===== config.mk =====
export PLATFORM = sky130hd
export DESIGN_NAME = unordered_buffer_table
export DESIGN_NICKNAME = d
export VERILOG_FILES = /design/src/hw/rtl/ubt_pkg.sv /design/src/hw/rtl/ubt_ctrl.sv /design/src/hw/rtl/ubt_datapath.sv /design/src/hw/rtl/unordered_buffer_table.sv
export VERILOG_INCLUDE_DIRS = /design/src /design/src/hw/rtl
export SDC_FILE = /design/constraint.sdc
export NUM_CORES = 1
export LEC_CHECK = 0
export BUFFER_PORTS_ARGS = -buffer_cell sky130_fd_sc_hd__buf_2
export CAP_MARGIN = 20
export CORE_AREA = 2 2 290 292
export CTS_CLUSTER_DIAMETER = 50
export DETAILED_ROUTE_END_ITERATION = 16
export DIE_AREA = 0 0 292 294
export GPL_ROUTABILITY_DRIVEN = 0
export SLEW_MARGIN = 15
export SYNTH_ARGS = -nofsm -noshare
export SYNTH_HDL_FRONTEND = slang
export SYNTH_SLANG_ARGS = --single-unit

===== constraint.sdc =====
create_clock -name clk_i -period 20 [get_ports clk_i]
set_clock_uncertainty 0.05 [all_clocks]
set_input_delay 2 -clock clk_i [delete_from_list [all_inputs] [get_ports clk_i]]
set_output_delay 2 -clock clk_i [all_outputs]
set_load 0.02 [all_outputs]

===== src/hw/rtl/unordered_buffer_table_macros.svh =====
// Assertion helpers for the RTL file that carries checks.
`ifndef UNORDERED_BUFFER_TABLE_MACROS_SVH
`define UNORDERED_BUFFER_TABLE_MACROS_SVH

// Same-cycle implication, disabled while reset is asserted.
`define UBT_ASSERT_IMP(lbl, clk, rst_n, ante, cons) \
  lbl: assert property (@(posedge clk) disable iff (!rst_n) (ante) |-> (cons)) \
    else $error("unordered_buffer_table: check failed");

// Next-cycle implication, disabled while reset is asserted.
`define UBT_ASSERT_NXT(lbl, clk, rst_n, ante, cons) \
  lbl: assert property (@(posedge clk) disable iff (!rst_n) (ante) |=> (cons)) \
    else $error("unordered_buffer_table: check failed");

`endif


===== src/hw/rtl/ubt_pkg.sv =====
package ubt_pkg;

  localparam int CAPACITY = 16;
  localparam int IDX_W    = (CAPACITY > 1) ? $clog2(CAPACITY) : 1;
  localparam int CNT_W    = 5;
  localparam int VAL_W    = 32;

  typedef enum logic [1:0] {
    CMD_INSERT        = 2'd0,
    CMD_SWAP_REMOVE   = 2'd1,
    CMD_STABLE_REMOVE = 2'd2,
    CMD_FIND          = 2'd3
  } cmd_e;

  typedef enum logic [1:0] {
    ST_IDLE,
    ST_SEARCH,
    ST_EXEC
  } state_e;

  // Commands from the controller to the datapath.
  typedef struct packed {
    logic load;
    logic search;
    logic exec;
  } ctrl_t;

  // Status from the datapath to the controller.
  typedef struct packed {
    logic out_blocked;
  } stat_t;

endpackage


===== src/hw/rtl/ubt_ctrl.sv =====
module ubt_ctrl (
  input  logic           clk_i,
  input  logic           rst_ni,
  input  logic           in_valid_i,
  output logic           in_ready_o,
  input  ubt_pkg::stat_t stat_i,
  output ubt_pkg::ctrl_t ctrl_o
);

  ubt_pkg::state_e state_q, state_d;

  always_ff @(posedge clk_i or negedge rst_ni) begin
    if (!rst_ni) begin
      state_q <= ubt_pkg::ST_IDLE;
    end else begin
      state_q <= state_d;
    end
  end

  always_comb begin
    state_d       = state_q;
    in_ready_o    = 1'b0;
    ctrl_o        = '0;
    case (state_q)
      ubt_pkg::ST_IDLE: begin
        in_ready_o = 1'b1;
        if (in_valid_i) begin
          ctrl_o.load = 1'b1;
          state_d     = ubt_pkg::ST_SEARCH;
        end
      end
      ubt_pkg::ST_SEARCH: begin
        ctrl_o.search = 1'b1;
        state_d       = ubt_pkg::ST_EXEC;
      end
      ubt_pkg::ST_EXEC: begin
        // The update waits until the output register can take the result.
        if (!stat_i.out_blocked) begin
          ctrl_o.exec = 1'b1;
          in_ready_o  = 1'b1;
          if (in_valid_i) begin
            ctrl_o.load = 1'b1;
            state_d     = ubt_pkg::ST_SEARCH;
          end else begin
            state_d = ubt_pkg::ST_IDLE;
          end
        end
      end
      default: begin
        state_d = ubt_pkg::ST_IDLE;
      end
    endcase
  end

endmodule


===== src/hw/rtl/ubt_datapath.sv =====
module ubt_datapath (
  input  logic                                clk_i,
  input  logic                                rst_ni,
  input  ubt_pkg::ctrl_t                      ctrl_i,
  output ubt_pkg::stat_t                      stat_o,
  input  logic [1:0]                          cmd_i,
  input  logic signed [ubt_pkg::VAL_W-1:0]    value_i,
  output logic                                out_valid_o,
  input  logic                                out_ready_i,
  output logic                                success_o,
  output logic [ubt_pkg::CNT_W-1:0]           entry_count_o
);

  localparam int N = ubt_pkg::CAPACITY;

  ubt_pkg::cmd_e                     cmd_q;
  logic signed [ubt_pkg::VAL_W-1:0]  value_q;
  logic [ubt_pkg::VAL_W-1:0]         entries_q [N];
  logic [ubt_pkg::VAL_W-1:0]         entries_d [N];
  logic [ubt_pkg::CNT_W-1:0]         count_q, count_d;
  logic [N-1:0]                      match, first, at_or_above;
  logic [N-1:0]                      hit_q, ge_q;
  logic                              found_q;
  logic [ubt_pkg::VAL_W-1:0]         last_q;
  logic [ubt_pkg::IDX_W-1:0]         last_idx;
  logic                              out_valid_q;
  logic                              success_q, success_d;
  logic [ubt_pkg::CNT_W-1:0]         out_count_q;
  logic                              not_full;

  // Compare the request value against every valid entry at once.
  always_comb begin
    for (int i = 0; i < N; i++) begin
      match[i] = (ubt_pkg::CNT_W'(i) < count_q) &&
                 (entries_q[i] == ubt_pkg::VAL_W'(value_q));
    end
    first       = match & (~match + N'(1));
    // Every slot from the first match upward; empty when nothing matched.
    at_or_above = ~(first - N'(1));
    last_idx    = ubt_pkg::IDX_W'(count_q - ubt_pkg::CNT_W'(1));
  end

  always_ff @(posedge clk_i) begin
    if (ctrl_i.load) begin
      cmd_q   <= ubt_pkg::cmd_e'(cmd_i);
      value_q <= value_i;
    end
    if (ctrl_i.search) begin
      hit_q   <= first;
      ge_q    <= at_or_above;
      found_q <= |match;
      last_q  <= entries_q[last_idx];
    end
  end

  assign not_full = count_q < ubt_pkg::CNT_W'(N);

  always_comb begin
    entries_d = entries_q;
    count_d   = count_q;
    success_d = 1'b0;
    case (cmd_q)
      ubt_pkg::CMD_INSERT: begin
        success_d = not_full;
        if (not_full) begin
          count_d = count_q + ubt_pkg::CNT_W'(1);
          for (int i = 0; i < N; i++) begin
            if (count_q[ubt_pkg::IDX_W-1:0] == ubt_pkg::IDX_W'(i)) begin
              entries_d[i] = ubt_pkg::VAL_W'(value_q);
            end
          end
        end
      end
      ubt_pkg::CMD_SWAP_REMOVE: begin
        success_d = found_q;
        if (found_q) begin
          count_d = count_q - ubt_pkg::CNT_W'(1);
          for (int i = 0; i < N; i++) begin
            if (hit_q[i]) begin
              entries_d[i] = last_q;
            end
          end
        end
      end
      ubt_pkg::CMD_STABLE_REMOVE: begin
        success_d = found_q;
        if (found_q) begin
          count_d = count_q - ubt_pkg::CNT_W'(1);
          for (int i = 0; i < N - 1; i++) begin
            if (ge_q[i] && (ubt_pkg::CNT_W'(i + 1) < count_q)) begin
              entries_d[i] = entries_q[i + 1];
            end
          end
        end
      end
      ubt_pkg::CMD_FIND: begin
        success_d = found_q;
      end
      default: begin
        success_d = 1'b0;
      end
    endcase
  end

  always_ff @(posedge clk_i) begin
    if (ctrl_i.exec) begin
      entries_q   <= entries_d;
      success_q   <= success_d;
      out_count_q <= count_d;
    end
  end

  always_ff @(posedge clk_i or negedge rst_ni) begin
    if (!rst_ni) begin
      count_q     <= '0;
      out_valid_q <= 1'b0;
    end else begin
      if (ctrl_i.exec) begin
        count_q     <= count_d;
        out_valid_q <= 1'b1;
      end else if (out_ready_i) begin
        out_valid_q <= 1'b0;
      end
    end
  end

  assign stat_o.out_blocked = out_valid_q && !out_ready_i;
  assign out_valid_o        = out_valid_q;
  assign success_o          = success_q;
  assign entry_count_o      = out_count_q;

endmodule


===== src/hw/rtl/unordered_buffer_table.sv =====
// Channel   Handshake                  Payload
// input     in_valid_i / in_ready_o    cmd_i[1:0], value_i[31:0] signed
// output    out_valid_o / out_ready_i  success_o, entry_count_o[4:0]
//
// A request passes through an accept cycle, then a search cycle that
// registers the compare of the value against all stored entries; the update
// and the result register are written once the output can take the result.
// Reset clears the controller state, the count and the output valid; entries need no clearing.
// A result waiting on out_ready_i holds the update step, and with it input.
`include "unordered_buffer_table_macros.svh"

module unordered_buffer_table (
  input  logic                              clk_i,
  input  logic                              rst_ni,
  input  logic                              in_valid_i,
  output logic                              in_ready_o,
  input  logic [1:0]                        cmd_i,
  input  logic signed [ubt_pkg::VAL_W-1:0]  value_i,
  output logic                              out_valid_o,
  input  logic                              out_ready_i,
  output logic                              success_o,
  output logic [ubt_pkg::CNT_W-1:0]         entry_count_o
);

  ubt_pkg::ctrl_t ctrl;
  ubt_pkg::stat_t stat;
  logic           in_accept;
  logic           count_in_range;

  ubt_ctrl u_ctrl (
    .clk_i      (clk_i),
    .rst_ni     (rst_ni),
    .in_valid_i (in_valid_i),
    .in_ready_o (in_ready_o),
    .stat_i     (stat),
    .ctrl_o     (ctrl)
  );

  ubt_datapath u_datapath (
    .clk_i         (clk_i),
    .rst_ni        (rst_ni),
    .ctrl_i        (ctrl),
    .stat_o        (stat),
    .cmd_i         (cmd_i),
    .value_i       (value_i),
    .out_valid_o   (out_valid_o),
    .out_ready_i   (out_ready_i),
    .success_o     (success_o),
    .entry_count_o (entry_count_o)
  );

  assign in_accept      = in_valid_i && in_ready_o;
  assign count_in_range = entry_count_o <= ubt_pkg::CNT_W'(ubt_pkg::CAPACITY);

  // A pending result is never overwritten by the next update.
  `UBT_ASSERT_IMP(a_no_overwrite, clk_i, rst_ni, ctrl.exec, !out_valid_o || out_ready_i)
  // The cycle after an accept is always a search cycle that accepts no new request.
  `UBT_ASSERT_NXT(a_search_gap, clk_i, rst_ni, in_accept, !in_ready_o && ctrl.search)
  // The reported count stays within capacity.
  `UBT_ASSERT_IMP(a_count_range, clk_i, rst_ni, out_valid_o, count_in_range)

endmodule

==> impl_summary.txt <==
----------------------------------------------------
[Floorplanning]
  Initial standard-cell utilization of the core ... 0.4251
  Die Footprint ... 85,850 um2
  Number of ports placed on the die boundary ... 46
  Std-Cell Rows ... 106
  Total core area ... 82,890 um2
  Height of the chip ... 294 um
  X dimension of the die ... 292 um

[Critical path]
  Nature of the critical path endpoint ... output pin
  Critical Path Start Type ... primary input
  Critical Path Fanout Max ... 3
  Required time of the critical path ... 17.95 ns
  Category of the critical setup timing path ... in2out
  WP data arrival ... 2.65 ns

[Clock tree]
  Setup bufs post-CTS ... 0
  Later-pin clock latency in the skew report ... 0.67 ns
  Clock slew at reported path FFs ... 0.06 ns
  Quantity of hold-fixing buffers added after cts ... 0
  Clock Sinks ... 623
  Maximum level of the CTS H-tree ... 3
  Clock tree root buffer cell ... sky130_fd_sc_hd__clkbuf_16
  Post-CTS resize count ... 0
  Cts bufs inserted ... 90
  CTS tree ... yes
  Clock tree buffer depth ... 3

[Routing]
  Detailed Route Iter0 Violations ... 5,122
  DRC violations left ... 0
  Routed WL per cell ... 32.98 um
  Final antenna-violating net count ... 0
  Drt total wl ... 136,000 um
  DR vias/cell ... 6.417
  First-pass detailed-route iteration total ... 8
  Vias after detailed routing ... 26,456

[Placement]
  Placed cell count ... 3,928
  Pre-CTS setup slack ... 15.27 ns
  Half-perimeter wire length after detailed placement ... 92,860 um
  # port buffers ... 45
  Post-Place Cell Area ... 36,300 um2

[Logic synthesis]
  Prevailing post-synth register cell ... sky130_fd_sc_hd__edfxtp_1
  Fraction of synthesis flops using an asynchronous set or reset pin ... 0.01284
  Post-synth net total ... 3,035
  Combined area of all synthesized cells ... 35,240 um2
  Synth unique cells ... 55
  Number of enable-type register cells in the synthesized netlist ... 615
  Mapped Cells ... 2,989
  Post-Synthesis Mean Instance Area ... 11.79 um2
  Register bit total from synthesis ... 623
  Sequential share of the synthesized area ... 0.5298
  Syn. warnings ... 0

[Min path]
  Hold crit path type ... reg2reg

[STA]
  Worst slew margin relative to its limit ... -0.05066
  Final-report hold violation count ... 0
  Final worst-path cycle share ... 0.2350
  Min setup slack post-route ... 15.30 ns
  Setup repair after global routing missed its margin ... no
  Max Fclk ... 212.7 MHz
  Transition time at the pin with the least slew margin ... 1.562 ns
  Max Transition Viols Final ... 2
  Final setup violation count ... 0
  Fin crit period ... 4.701 ns
  Final-layout setup total negative slack ... 0 ns

[Final layout]
  Count of non-filler cells in the finished layout ... 4,123
  Share of layout cells above drive strength 1 ... 0.1692
  Sequential cell area ... 18,670 um2
  Commonest cells after routing, fill and taps aside ... 615 x sky130_fd_sc_hd__edfxtp_1, 523 x sky130_fd_sc_hd__nand2_1, 513 x sky130_fd_sc_hd__a21oi_1
  Fin util ... 0.4781
  Area growth from synthesis to final layout ... 12.47%
  Final cell area excluding filler cells ... 39,630 um2
  Fill count ... 7,353
  Leading cell type in the layout, fill and taps excluded ... sky130_fd_sc_hd__edfxtp_1
  Total area of multi-input combinational cells ... 15,550 um2
  Layout Nets ... 3,009

[Power]
  Worst vdd ir ... 0.1079 mV
  Cell area power density ... 125.0 nW/um2
  Leakage Power ... 12.43 nW

[Global route]
  Maximum number of pins on one net before global-route repair ... 241
  Number of global-route vias before repair ... 25,266
  Wire length of the first global-routing pass ... 190,400 um
  Combined global-route utilization of all metal layers ... 0.3132
  Antenna violations before repair ... 12
  Global route overflow ... 0

[Status]
  Result of the run ... finished, violations left
  Violated checks ... max-capacitance violations, max-slew violations

[Run]
  Number of violations of the max-capacitance limit ... 1

----------------------------------------------------
-- cells in the mapped netlist, types with 2 or more instances --
cell	count	area, um2
sky130_fd_sc_hd__nand3_1	10	50.05
sky130_fd_sc_hd__buf_6	10	112.6
sky130_fd_sc_hd__a31oi_1	2	12.51
sky130_fd_sc_hd__xnor2_1	352	3083
sky130_fd_sc_hd__nand2b_1	13	81.33
sky130_fd_sc_hd__o2111ai_1	2	17.52
sky130_fd_sc_hd__nor4_1	51	319.1
sky130_fd_sc_hd__nor2_1	54	202.7
sky130_fd_sc_hd__and2_1	3	18.77
sky130_fd_sc_hd__and3_1	2	12.51
sky130_fd_sc_hd__o21ai_0	18	90.09
sky130_fd_sc_hd__o211ai_1	2	15.01
sky130_fd_sc_hd__nand4b_4	3	71.32
sky130_fd_sc_hd__or3_1	2	12.51
sky130_fd_sc_hd__inv_1	22	82.58
sky130_fd_sc_hd__nand4_1	98	613.1
sky130_fd_sc_hd__a221oi_1	2	17.52
sky130_fd_sc_hd__nor3b_1	4	30.03
sky130_fd_sc_hd__a22oi_1	2	15.01
sky130_fd_sc_hd__dfrtp_1	8	200.2
sky130_fd_sc_hd__xor2_1	164	1436
sky130_fd_sc_hd__mux4_2	160	3603
sky130_fd_sc_hd__clkbuf_1	147	551.8
sky130_fd_sc_hd__and4_1	2	17.52
sky130_fd_sc_hd__buf_2	17	85.08
sky130_fd_sc_hd__a22o_1	2	17.52
sky130_fd_sc_hd__a221o_1	12	120.1
sky130_fd_sc_hd__a21oi_1	535	2678
sky130_fd_sc_hd__edfxtp_1	615	18470
sky130_fd_sc_hd__ha_1	8	100.1
sky130_fd_sc_hd__nor3_1	16	80.08
sky130_fd_sc_hd__mux2_2	33	371.6
sky130_fd_sc_hd__buf_4	52	390.4
sky130_fd_sc_hd__buf_1	19	71.32
sky130_fd_sc_hd__nand2_1	523	1963
sky130_fd_sc_hd__nor2b_1	5	31.28
-- metrics by stage --
step | power (mW) | hold WS (ns)
after floorplan | 2.783 | 0.4819
after global routing | 5.075 | 0.5177
after detailed placement | 3.275 | 0.4625
final | 4.953 | 0.4722
after global placement | 3.245 | 0.4653
after CTS | 4.907 | 0.4796
-- worst paths after layout --
path | startpoint | to | slack, ns | cells past startpoint
worst max-delay path | out_ready_i | in_ready_o | 15.30 | 4
worst min-delay path | u_datapath.out_valid_o$_DFFE_PN0P_ | u_datapath.out_valid_o$_DFFE_PN0P_ | 0.47 | 2
worst max register to register | u_datapath.value_q[26]$_DFFE_PP_ | u_datapath.hit_q[15]$_DFFE_PN_ | 15.81 | 7
worst min register to register | u_datapath.out_valid_o$_DFFE_PN0P_ | u_datapath.out_valid_o$_DFFE_PN0P_ | 0.47 | 2
max in group asynchronous | rst_ni | u_datapath.count_q[0]$_DFFE_PN0P_ | 18.56 | 1
min in group asynchronous | rst_ni | u_datapath.count_q[2]$_DFFE_PN0P_ | 1.14 | 1
-- final cells by class --
class,instances,share of cell area
timing repair buffer,127,0.02298
tap,1080,0.03410
multi-input combinational,2098,0.3924
clock inverter,66,0.01847
antenna,5,0.0003157
sequential,623,0.4711
inverter,23,0.002178
clock buffer,101,0.05840
-- kinds of logic (layout without fill, tap and decap cells) --
logic type	count (synthesis)	count (layout)	synth area share
DFF	623	623	0.5298
xor gates and xnor gates	516	516	0.1282
AOI/OAI and AO/OA	586	586	0.08724
buffers and inverters	268	317	0.03682
muxes	194	194	0.1131
adders and majority gates	8	8	0.002841
other	0	5	0
and+or+nand+nor	794	794	0.1020
-- flip-flops by register name, indices dropped and copies added, names as in the netlist --
name / cells
u_ctrl.state_q: 2
u_datapath.out_valid_o: 1
u_datapath.value_q: 32
u_datapath.last_q: 32
u_datapath.found_q: 1
u_datapath.count_q: 5
u_datapath.entries_q: 512
u_datapath.entry_count_o: 5
u_datapath.ge_q: 15
u_datapath.cmd_q: 2
u_datapath.hit_q: 15
u_datapath.success_o: 1
-- critical path: stages --
cell                      delay (ns)
sky130_fd_sc_hd__buf_2          0.10
sky130_fd_sc_hd__nor2b_1        0.22
sky130_fd_sc_hd__a21oi_1        0.15
sky130_fd_sc_hd__buf_2          0.18
-- metal layers --
metal / up-vias / wire (um) / global-route usage
met3: 387 / 18440 / 0.09932
met2: 2106 / 58410 / 0.4589
met5: - / 61 / 0
met1: 13010 / 49730 / 0.4092
li1: 10943 / - / -
met4: 10 / 9342 / 0.1813
-- power by group --
group	switching, mW	internal, mW	total, mW
Sequential	0.101	1.64	1.74
Clock	0.651	0.988	1.64
Combinational	0.906	0.670	1.58
(Power assumes the default switching activity.)
